### src/sv/pll_muldiv.sv
// ----------------------------------------------------------------------------
// pll_muldiv
// Unsigned a*b/d: shift-add multiply, then restoring divide, one bit a cycle.
// ----------------------------------------------------------------------------
module pll_muldiv #(
  parameter int W = 32
) (
  input  logic         clk,
  input  logic         rst_n,
  input  logic         start,
  input  logic [W-1:0] a,
  input  logic [W-1:0] b,
  input  logic [W-1:0] d,
  output logic         done,
  output logic [W-1:0] q
);
  localparam int PW = 2 * W;
  localparam int CW = $clog2(PW + 1);

  logic          busy_r, busy_nxt;
  logic          phase_r, phase_nxt;   // 0 multiply, 1 divide
  logic [CW-1:0] cnt_r, cnt_nxt;
  logic [PW-1:0] prod_r, prod_nxt;
  logic [W-1:0]  a_r, a_nxt;           // multiplicand, held for the whole multiply
  logic [W-1:0]  mb_r, mb_nxt;
  logic [W-1:0]  d_r, d_nxt;
  logic [W:0]    rem_r, rem_nxt;
  logic [W-1:0]  q_r, q_nxt;
  logic          done_r, done_nxt;
  logic [W:0]    shifted;

  always_comb begin
    busy_nxt  = busy_r;
    phase_nxt = phase_r;
    cnt_nxt   = cnt_r;
    prod_nxt  = prod_r;
    a_nxt     = a_r;
    mb_nxt    = mb_r;
    d_nxt     = d_r;
    rem_nxt   = rem_r;
    q_nxt     = q_r;
    done_nxt  = 1'b0;
    shifted   = {rem_r[W-1:0], prod_r[PW-1]};
    if (start) begin
      busy_nxt  = 1'b1;
      phase_nxt = 1'b0;
      cnt_nxt   = CW'(W);
      prod_nxt  = '0;
      a_nxt     = a;
      mb_nxt    = b;
      d_nxt     = d;
      rem_nxt   = '0;
      q_nxt     = '0;
    end else if (busy_r && !phase_r) begin
      // shift-add over multiplier bits, LSB first
      if (mb_r[0]) begin
        prod_nxt = prod_r + (PW'(a_r) << (W - int'(cnt_r)));
      end
      mb_nxt  = mb_r >> 1;
      cnt_nxt = cnt_r - 1'b1;
      if (cnt_r == CW'(1)) begin
        phase_nxt = 1'b1;
        cnt_nxt   = CW'(PW);
      end
    end else if (busy_r) begin
      prod_nxt = prod_r << 1;
      if (shifted >= {1'b0, d_r}) begin
        rem_nxt = shifted - {1'b0, d_r};
        q_nxt   = {q_r[W-2:0], 1'b1};
      end else begin
        rem_nxt = shifted;
        q_nxt   = {q_r[W-2:0], 1'b0};
      end
      cnt_nxt = cnt_r - 1'b1;
      if (cnt_r == CW'(1)) begin
        busy_nxt = 1'b0;
        done_nxt = 1'b1;
      end
    end
  end

  always_ff @(posedge clk) begin
    if (!rst_n) begin
      busy_r <= 1'b0;
      done_r <= 1'b0;
    end else begin
      busy_r <= busy_nxt;
      done_r <= done_nxt;
    end
    phase_r <= phase_nxt;
    cnt_r   <= cnt_nxt;
    prod_r  <= prod_nxt;
    a_r     <= a_nxt;
    mb_r    <= mb_nxt;
    d_r     <= d_nxt;
    rem_r   <= rem_nxt;
    q_r     <= q_nxt;
  end

  assign done = done_r;
  assign q    = q_r;
endmodule

### config.mk
export PLATFORM = sky130hd
export DESIGN_NAME = pll_muldiv
export DESIGN_NICKNAME = d
export VERILOG_FILES = /design/src/sv/pll_muldiv.sv
export SDC_FILE = /design/constraint.sdc
export NUM_CORES = 1
export LEC_CHECK = 0
export BUFFER_PORTS_ARGS = -buffer_cell sky130_fd_sc_hd__buf_4
export CAP_MARGIN = 20
export CORE_UTILIZATION = 40
export CTS_CLUSTER_SIZE = 14
export DETAILED_ROUTE_END_ITERATION = 8
export GPL_TIMING_DRIVEN = 0
export MAX_ROUTING_LAYER = met4
export SYNTH_ARGS = -nofsm -noshare
export SYNTH_HDL_FRONTEND = slang
export SYNTH_SLANG_ARGS = --single-unit
export TNS_END_PERCENT = 20
### constraint.sdc
create_clock -name clk -period 6.47 [get_ports clk]
set_input_delay 0.3235 -clock clk [delete_from_list [all_inputs] [get_ports clk]]
set_output_delay 0.3235 -clock clk [all_outputs]
set_load 0.05 [all_outputs]
==> results of run 1 <==
-- layer usage --
metal,wire length [um],track usage
met1,27600,0.386
met3,4400,0.0405
met5,0,-
met2,28900,0.467
met4,1600,0.0812
-- flip-flops by register name (all words and copies together) (netlist names), 7 cells and up --
name and flops:
prod_r 64, a_r 32, d_r 32, mb_r 32, q 32, rem_r 32, cnt_r 7
-- layout by cell type, fill, tap and decap left out, types with 27 or more instances in the layout --
master / Yosys / final
sky130_fd_sc_hd__edfxtp_1: 96 / 96
sky130_fd_sc_hd__mux2_2: 44 / 44
sky130_fd_sc_hd__a211oi_1: 40 / 40
sky130_fd_sc_hd__nand3_1: 37 / 37
sky130_fd_sc_hd__a21oi_1: 214 / 210
sky130_fd_sc_hd__buf_4: 4 / 143
sky130_fd_sc_hd__xor2_1: 30 / 28
sky130_fd_sc_hd__ha_1: 97 / 96
sky130_fd_sc_hd__clkbuf_16: 0 / 29
sky130_fd_sc_hd__nand2_1: 313 / 311
sky130_fd_sc_hd__o21ai_0: 90 / 86
sky130_fd_sc_hd__inv_1: 60 / 59
sky130_fd_sc_hd__nor2_1: 219 / 219
sky130_fd_sc_hd__nor3_1: 28 / 27
sky130_fd_sc_hd__xnor2_1: 55 / 53
sky130_fd_sc_hd__dfxtp_1: 138 / 137
sky130_fd_sc_hd__a21o_1: 46 / 46
sky130_fd_sc_hd__dlygate4sd3_1: 0 / 65
sky130_fd_sc_hd__mux2i_1: 48 / 48
sky130_fd_sc_hd__clkbuf_1: 92 / 89
-- cells by family after synthesis --
family | count (synthesis)
buffers and inverters | 197
adder cells (fa/ha/maj) | 99
AND/OR/NAND/NOR | 720
XOR/XNOR | 86
AO/OA/AOI/OAI | 636
flip-flops | 234
multiplexers | 105
-- worst max-delay path by stage --
stage | startpoint | end
CTS | cnt_r[0] | prod_r[62]
detailed placement | cnt_r[0] | prod_r[59]
global route | cnt_r[0] | prod_r[63]
global placement | cnt_r[0] | prod_r[59]
floorplan | cnt_r[0] | prod_r[62]
finish | cnt_r[0] | prod_r[59]
-- layout make-up --
type,instances,area (sq um),area share
Buffer,134,589,0.0286
Sequential cell,234,5650,0.274
Multi-Input combinational cell,1646,10700,0.522
Tap cell,539,674,0.0328
Inverter,62,233,0.0113
Clock buffer,39,803,0.0390
Timing Repair Buffer,203,1690,0.0819
Clock inverter,15,208,0.0101
-- per-stage QoR --
stage	utilization	worst slack [ns]	power, mW	cells
CTS	0.487	0.00654	5.40	2865
global route	0.491	-0.0200	5.70	2872
finish	0.491	0.220	5.47	2872
floorplan	-	1.12	3.00	2077
detailed placement	0.445	-1.21	3.61	2747
global placement	0.445	-1.23	3.62	2747
-- worst max-delay path, delay by kind of cell (launching register included) --
family | cells | cell delay [ns]
AO/OA/AOI/OAI | 13 | 3.10
buffers and inverters | 5 | 1.04
adder cells (fa/ha/maj) | 2 | 0.67
AND/OR/NAND/NOR | 3 | 0.53
flip-flops | 1 | 0.41
multiplexers | 1 | 0.17
XOR/XNOR | 1 | 0.16
-- power groups by stage --
stage	Sequential, mW	Clock [mW]	Combinational [mW]
global route	1.73	1.81	2.16
floorplan	1.72	0	1.28
CTS	1.71	1.75	1.94
finish	1.72	1.73	2.02
global placement	1.74	0	1.87
detailed placement	1.74	0	1.86
-- repair_timing --
action / CTS / global route
setup buffers: 0 / 7
hold buffers: 65 / 0
pin swaps: 0 / 2
hold endpoints to repair: 65 / 0
gates resized for setup: 31 / 20
endpoints found under the setup margin: 38 / 19
==> impl_summary.md, run 1 <==
Status
The flow ran to the end, and the final reports show no timing, DRC or antenna violations.

Placement
Summed over all nets, the half-perimeter wirelength after detailed placement is roughly 47 mm. The final estimated routing congestion in global placement is about 1.0. In this run the cell area measured after placement is 18700 sq um. Input and output buffers added on the ports amount to 131.

Logic synthesis
The fraction of the mapped netlist area in compound gates was 0.244. The average instance in the mapped netlist occupies slightly above 8 sq um. The library cell with the highest instance count after synthesis is sky130_fd_sc_hd__nand2_1.

The fraction of the mapped netlist area in adder cells is 0.0736. During synthesis, Yosys emitted a total of 0 warnings. The fraction of post-synthesis cell area in the top cell type by area is 0.169.

Counting every instance in the synthesized netlist gives 2077. In this run, synthesis produced a sequential element count of about 230. The simple-gate area share of the yosys netlist is 0.184. Ranked by total cell area, the synthesized netlist is headed by sky130_fd_sc_hd__edfxtp_1 17%, sky130_fd_sc_hd__dfxtp_1 16%, sky130_fd_sc_hd__ha_1 7.1%.

Of the total synthesized cell area, the portion taken by XOR and XNOR cells is 0.0453. The sequential share of the synthesized area is 0.332. The top flip-flop cell by instance count after synthesis is sky130_fd_sc_hd__dfxtp_1. Counting every net in the synthesized netlist gives 2275. Counting flops with an async set or reset pin after synthesis yields a share of 0.

The count of distinct cell types in the synthesized netlist is 93. In the synthesized netlist, the cells that appear most often are 313 x sky130_fd_sc_hd__nand2_1, 219 x sky130_fd_sc_hd__nor2_1, 214 x sky130_fd_sc_hd__a21oi_1. The dominant cell type by area after synthesis is sky130_fd_sc_hd__edfxtp_1. The main combinational cell family by area after synthesis is compound AO/OA/AOI/OAI gates. The multiplexer share of the synthesized area is 0.0745. After synthesis the cells add up to 17000 sq um. The number of synthesized flops with an enable pin is 96.

Clock tree
The number of buffers added by the clock tree synthesis step is 29. In this run the clock root is driven by a sky130_fd_sc_hd__clkbuf_16. CTS built an H-tree with a depth of 1. The sink count of the clock tree is 234. Clock-pin slew was measured on the worst setup and hold paths at 0.06 ns.

The clock latency at the later pin of the worst-skew pair is a little under 0.6 ns. The clock tree from TritonCTS is done. The maximum clock path buffer count is 3.

Power and ir drop
The part of the power in combinational logic is 0.370. Internal power comes to 3.37 mW. Of the total power, the share spent switching nets is 0.383. Summed over all cells, the static leakage comes to between 8 and 9 nW. The share of total power dissipated in the clock network is 0.316.

The power density of the placed cells is 266 nW/um^2. The analysis attributes to net switching a power of 2.09 mW. The maximum ir drop on the vdd rail is between 0.15 and 0.2 mV.

The part of the total power dissipated in sequential elements is 0.314.

Global routing
The first-pass GRT wire length is between 90 and 100 mm. The initial antenna violation count is 0. The via count of the first global-routing pass was 16600. The largest net degree at the start of global routing is 66. The all-layer global routing usage is 0.292.

For this run the aggregate overflow at the end of global routing stands at 0.

STA
The total count of max-transition violations in the final report was 0. For this run, the top clock speed supported by timing is ~160 MHz. The number of hold-slack violations in the final timing report came to 0.

The number of failing setup endpoints in the final timing report is 0. Dividing the final minimum period by the clock period gives 0.966. The worst setup skew after layout is ~0.023 ns. Headroom to the max-slew limit came out at 0.284.

The time the final worst path needs with I/O delays and setup is roughly 6.3 ns. The measured slew at the worst slew-check pin is 1.07 ns. The worst hold slack is 0.0360 ns.

The setup TNS is 0 ns.

Routing
Dividing the detail-routed via count by the number of cells gives approximately 6.0. For this block, the via count after detailed routing is 17100. For this run, the detailed router's first-pass iteration total came to 5.

The detail route stage leaves a number of antenna-violating nets equal to 0. The number of DRC violations after detailed routing is 0. Dividing the detail-routed wire length by the instance count gives ~22 um.

The count of routing violations after the opening detailed-route iteration is 1378. The routed wire length is about 63 mm.

Worst hold path
The worst hold path depth is 2. The worst hold path terminates at mb_r[11]. The path class of the lowest-slack min-delay path is in2reg. In this run the most critical hold path is launched from b[11].

Worst setup path
The endpoint identified for the worst register-to-register timing path is prod_r[59]. The critical register-to-register path startpoint is cnt_r[0]. The cell with the most instances on the worst path is sky130_fd_sc_hd__a21oi_1.

At the worst endpoint, the required time is 6.89 ns. The worst setup path is of the reg2reg kind. The arrival time at the worst endpoint is between 6 and 7 ns. The worst setup path is captured at a flop. In this design, the stage delay of the slowest critical-path cell is ~0.43 ns. In this run the worst path has a maximum fanout of 10. The cell with the largest stage delay on the worst path is sky130_fd_sc_hd__a211oi_1. The nature of the critical path startpoint is a flop. The worst register-to-register path has a setup slack of 0.22 ns. The depth of the worst register-to-register path is 25.

Die
The horizontal die dimension is approximately 210 um. The count of pins on the block boundary is between 100 and 150. The die is 208 um tall. The initial utilization of the core area, before any placement, comes to 0.406. The area of the core is between 40000 and 50000 sq um. The die covers ~43000 sq um.

The number of standard-cell rows in the floorplan is 75.

Cells and area
The area growth from synthesis to layout is 20.9%. After filler insertion, the fill cell instance count of the layout stands at a little over 4000. After routing the design area is ~21000 sq um. The share of layout cells above drive strength 1 is 0.145. The repair_antennas step left the layout with diodes totalling 0. The count of nets after finishing is roughly 2500.

Flow run
The tool flagged a number of max-cap violations equal to 0.
Note: power is estimated with default switching activity, not from simulation.
==> run 2, diff against run 1 <==
REMOVE_ABC_BUFFERS = 1   (was default)
==> run 2 against run 1 <==
Hold slack improved by 0.0028 ns. Largest cell class unchanged. Routed wire length decreased by 21%. Clock skew decreased by 0.0058 ns. Die area unchanged. Largest power group unchanged. Power decreased by 4.4%. Sequential share of layout area increased by 0.39 points. Maximum frequency increased by 2.5%. Highest routed layer unchanged.
==> impl_summary.md, run 2 (same netlist as run 1, synthesis figures left out) <==
Power and ir drop
The design internal power is 3.30 mW (was 3.37 mW). The power density of the placed cells is 257 nW/um^2 (was 266 nW/um^2). The leakage power of the design is 8.05 nW (was 8.21 nW).

The maximum ir drop on the vdd rail was 0.221 mV (was 0.197 mV). The switching power as a share of total power is 0.368 (was 0.383). The part of the power in combinational logic is 0.352 (was 0.370). The part of the total power dissipated in sequential elements is 0.330 (was 0.314). The clock share of power is 0.317 (was 0.316).

The switching power of the nets is 1.93 mW (was 2.09 mW).

STA
The worst setup skew after layout was 0.0170 ns (was 0.0228 ns). The fraction of the cycle the final worst path needs is 0.943 (was 0.966). The number of failing setup endpoints in the final timing report is 0 (unchanged). The tightest slew margin relative to the limit is 0.340 (was 0.284). The maximum frequency from static timing analysis is 164 MHz (was 160 MHz). The measured slew at the worst slew-check pin is 0.988 ns (was 1.07 ns).

The time the final worst path needs with I/O delays and setup is 6.10 ns (was 6.25 ns). The final setup slack of the worst path is 0.372 ns (was 0.220 ns). Setup repair after global routing left no endpoint under its margin. The number of hold-slack violations in the final timing report is 0 (unchanged).

The total count of max-transition violations in the final report is 0 (unchanged).

Die
The height of the die is 208 um (unchanged). The die outline area is 43400 sq um (unchanged). The starting density of the core is 0.406 (unchanged).

The number of standard-cell rows in the floorplan came to 75 (unchanged). The area of the core is 41900 sq um (unchanged). The count of pins on the block boundary is 132 (unchanged). The horizontal die dimension is 208 um (unchanged).

Routing
The via density per instance was 5.72 (was 5.96). The wire length per cell after detailed routing came to 18.0 um (was 21.8 um). The routed wire length is 49.5 mm (was 62.5 mm). The number of DRC violations after detailed routing came to 0 (unchanged). The first-pass iteration count of the detailed router is 6 (was 5). The count of antenna-violating nets left after detailed routing is 0 (unchanged). The count of routing violations after the opening detailed-route iteration is 1009 (was 1378). The routed via count is 15800 (was 17100).

Flow run
The max-capacitance violation count is 0 (unchanged).

Worst setup path
The nature of the critical path startpoint is a flop (unchanged). The arrival time at the worst endpoint is 6.57 ns (was 6.67 ns). The depth of the worst register-to-register path came to 22 (was 25). The largest driver fanout on the critical path was 19 (was 10).

The delay of the slowest cell on the worst path is 0.57 ns (was 0.43 ns). Traced cell by cell, the critical path runs through clkinvlp_4, ha_2, xnor2_4, a21oi_1, nor2b_1, o21ai_1, o22a_1, nor2_1, a21oi_1, nor2_1, ha_1, nand2_1, nor4_2, nand2_1, o21ai_0, a31oi_1, o311a_1, o21a_1, o21a_1, o311ai_1, nand4_1, o311a_1. The logic depth of the worst setup path including buffers was 22 (was 25). The cell with the largest stage delay on the worst path is sky130_fd_sc_hd__xnor2_4 (was sky130_fd_sc_hd__a211oi_1). The combined buffer and inverter count along the critical path is 1 (was 5). The internal reg-to-reg setup slack is 0.37 ns (was 0.22 ns). The kind of cell with the highest combined delay on the critical path was compound AO/OA/AOI/OAI gates (unchanged). The kind of end point of the critical path is a flop (unchanged). The type of the worst setup path was reg2reg (unchanged). The data required time at the worst endpoint was 6.95 ns (was 6.89 ns).

Clock tree
The library cell used as clock root buffer is sky130_fd_sc_hd__clkbuf_16 (unchanged). The clock latency at the later pin of the worst-skew pair is 0.59 ns (about the same). The maximum clock path buffer count is 3 (unchanged). The number of buffers added by the clock tree synthesis step was 29 (unchanged).

The H-tree depth is 1 (unchanged). The sink count of the clock tree came to 234 (unchanged). The clock tree from TritonCTS is done (unchanged). The clock transition time at the flip-flop clock pins of the worst setup and hold paths came to 0.06 ns (about the same).

Cells and area
The area growth from synthesis to layout came to 19.3% (was 20.9%). The post-route core utilization is 0.484 (was 0.491). The post-route cell area is 20300 sq um (was 20600 sq um). The count of nets after finishing is 2391 (was 2508). The number of inserted diodes is 0 (unchanged). The most common cell after layout, fill and taps aside is sky130_fd_sc_hd__nand2_1 (unchanged). The register ranked first by flip-flop count is prod_r (unchanged). The number of fillers in the final layout is 4057 (was 4067). The share of layout cells above drive strength 1 is 0.137 (was 0.145). Most frequent cells in the layout: 311 x sky130_fd_sc_hd__nand2_1, 216 x sky130_fd_sc_hd__nor2_1, 211 x sky130_fd_sc_hd__a21oi_1 (was 311 x sky130_fd_sc_hd__nand2_1, 219 x sky130_fd_sc_hd__nor2_1, 210 x sky130_fd_sc_hd__a21oi_1). The flip-flop count of the largest register after layout is 64 (unchanged).

Global routing
The initial antenna violation count is 0 (unchanged). The largest net degree at the start of global routing is 119 (was 66). The first-pass GRT wire length came to 79.7 mm (was 96.8 mm). The all-layer global routing usage is 0.232 (was 0.292). The overall overflow remaining after global route is 0 (unchanged).

The via count of the first global-routing pass was 15200 (was 16600).

Worst hold path
The path class of the lowest-slack min-delay path is in2reg (unchanged). The worst hold path depth was 2 (unchanged).

Status
Result of the run: completed (unchanged).

Placement
The worst-case setup slack after placement is -0.331 ns (was -1.21 ns). The total cell area at the placement stage is 18600 sq um (was 18700 sq um). The count of buffers inserted at the top-level ports is 131 (unchanged).

The final estimated routing congestion in global placement is 0.952 (was 1.00). The half-perimeter wire length after detailed placement is 35.2 mm (was 46.8 mm).
run 2: layout make-up:
cell class / count / area [sq um] / area share
Multi-Input combinational cell: 1647 / 10700 / 0.528
Sequential cell: 234 / 5650 / 0.278
Timing Repair Buffer: 219 / 2050 / 0.101
Clock buffer: 40 / 860 / 0.0423
Tap cell: 539 / 674 / 0.0332
Inverter: 62 / 236 / 0.0116
Clock inverter: 14 / 121 / 0.00598
run 2: metrics by stage:
step | power, mW | setup TNS (ns) | cells | hold WS (ns)
finish | 5.23 | 0 | 2755 | 0.0389
global route | 5.51 | 0 | 2755 | 0.0165
CTS | 5.24 | -0.0106 | 2751 | 0.0110
detailed placement | 3.51 | -1.66 | 2630 | 0.455
global placement | 3.45 | -455.27 | 2612 | 0.444
floorplan | 2.94 | -30.33 | 1942 | 0.390
run 2: metal layers:
layer  part of all wire  track usage
met4              0.029       0.0672
met2               0.47        0.379
met1               0.45        0.298
met5                  0            -
met3              0.050       0.0328
run 2: path summary, 6_finish.rpt:
| kind | start | end |
|---|---|---|
| setup / recovery | cnt_r[0] | prod_r[63] |
| hold / removal | b[12] | mb_r[12] |
| setup reg to reg | cnt_r[0] | prod_r[63] |
| hold reg to reg | q[31] | q[31] |
run 2: repair_timing:
| item | in CTS | in global routing |
|---|---|---|
| pin swaps | 1 | 0 |
| hold buffers | 66 | 0 |
| setup buffers | 0 | 2 |
| gates resized for setup | 3 | 6 |
| hold endpoints to repair | 67 | 0 |
| setup endpoints to repair | 14 | 30 |
| gates cloned | 1 | 0 |
run 2: power by group through the flow:
| stage | Sequential (mW) | Clock, mW | Combinational [mW] |
|---|---|---|---|
| final | 1.73 | 1.66 | 1.84 |
| after global routing | 1.74 | 1.76 | 2.01 |
| after CTS | 1.73 | 1.71 | 1.80 |
| after detailed placement | 1.76 | 0 | 1.76 |
| after global placement | 1.76 | 0 | 1.69 |
| after floorplan | 1.73 | 0 | 1.20 |
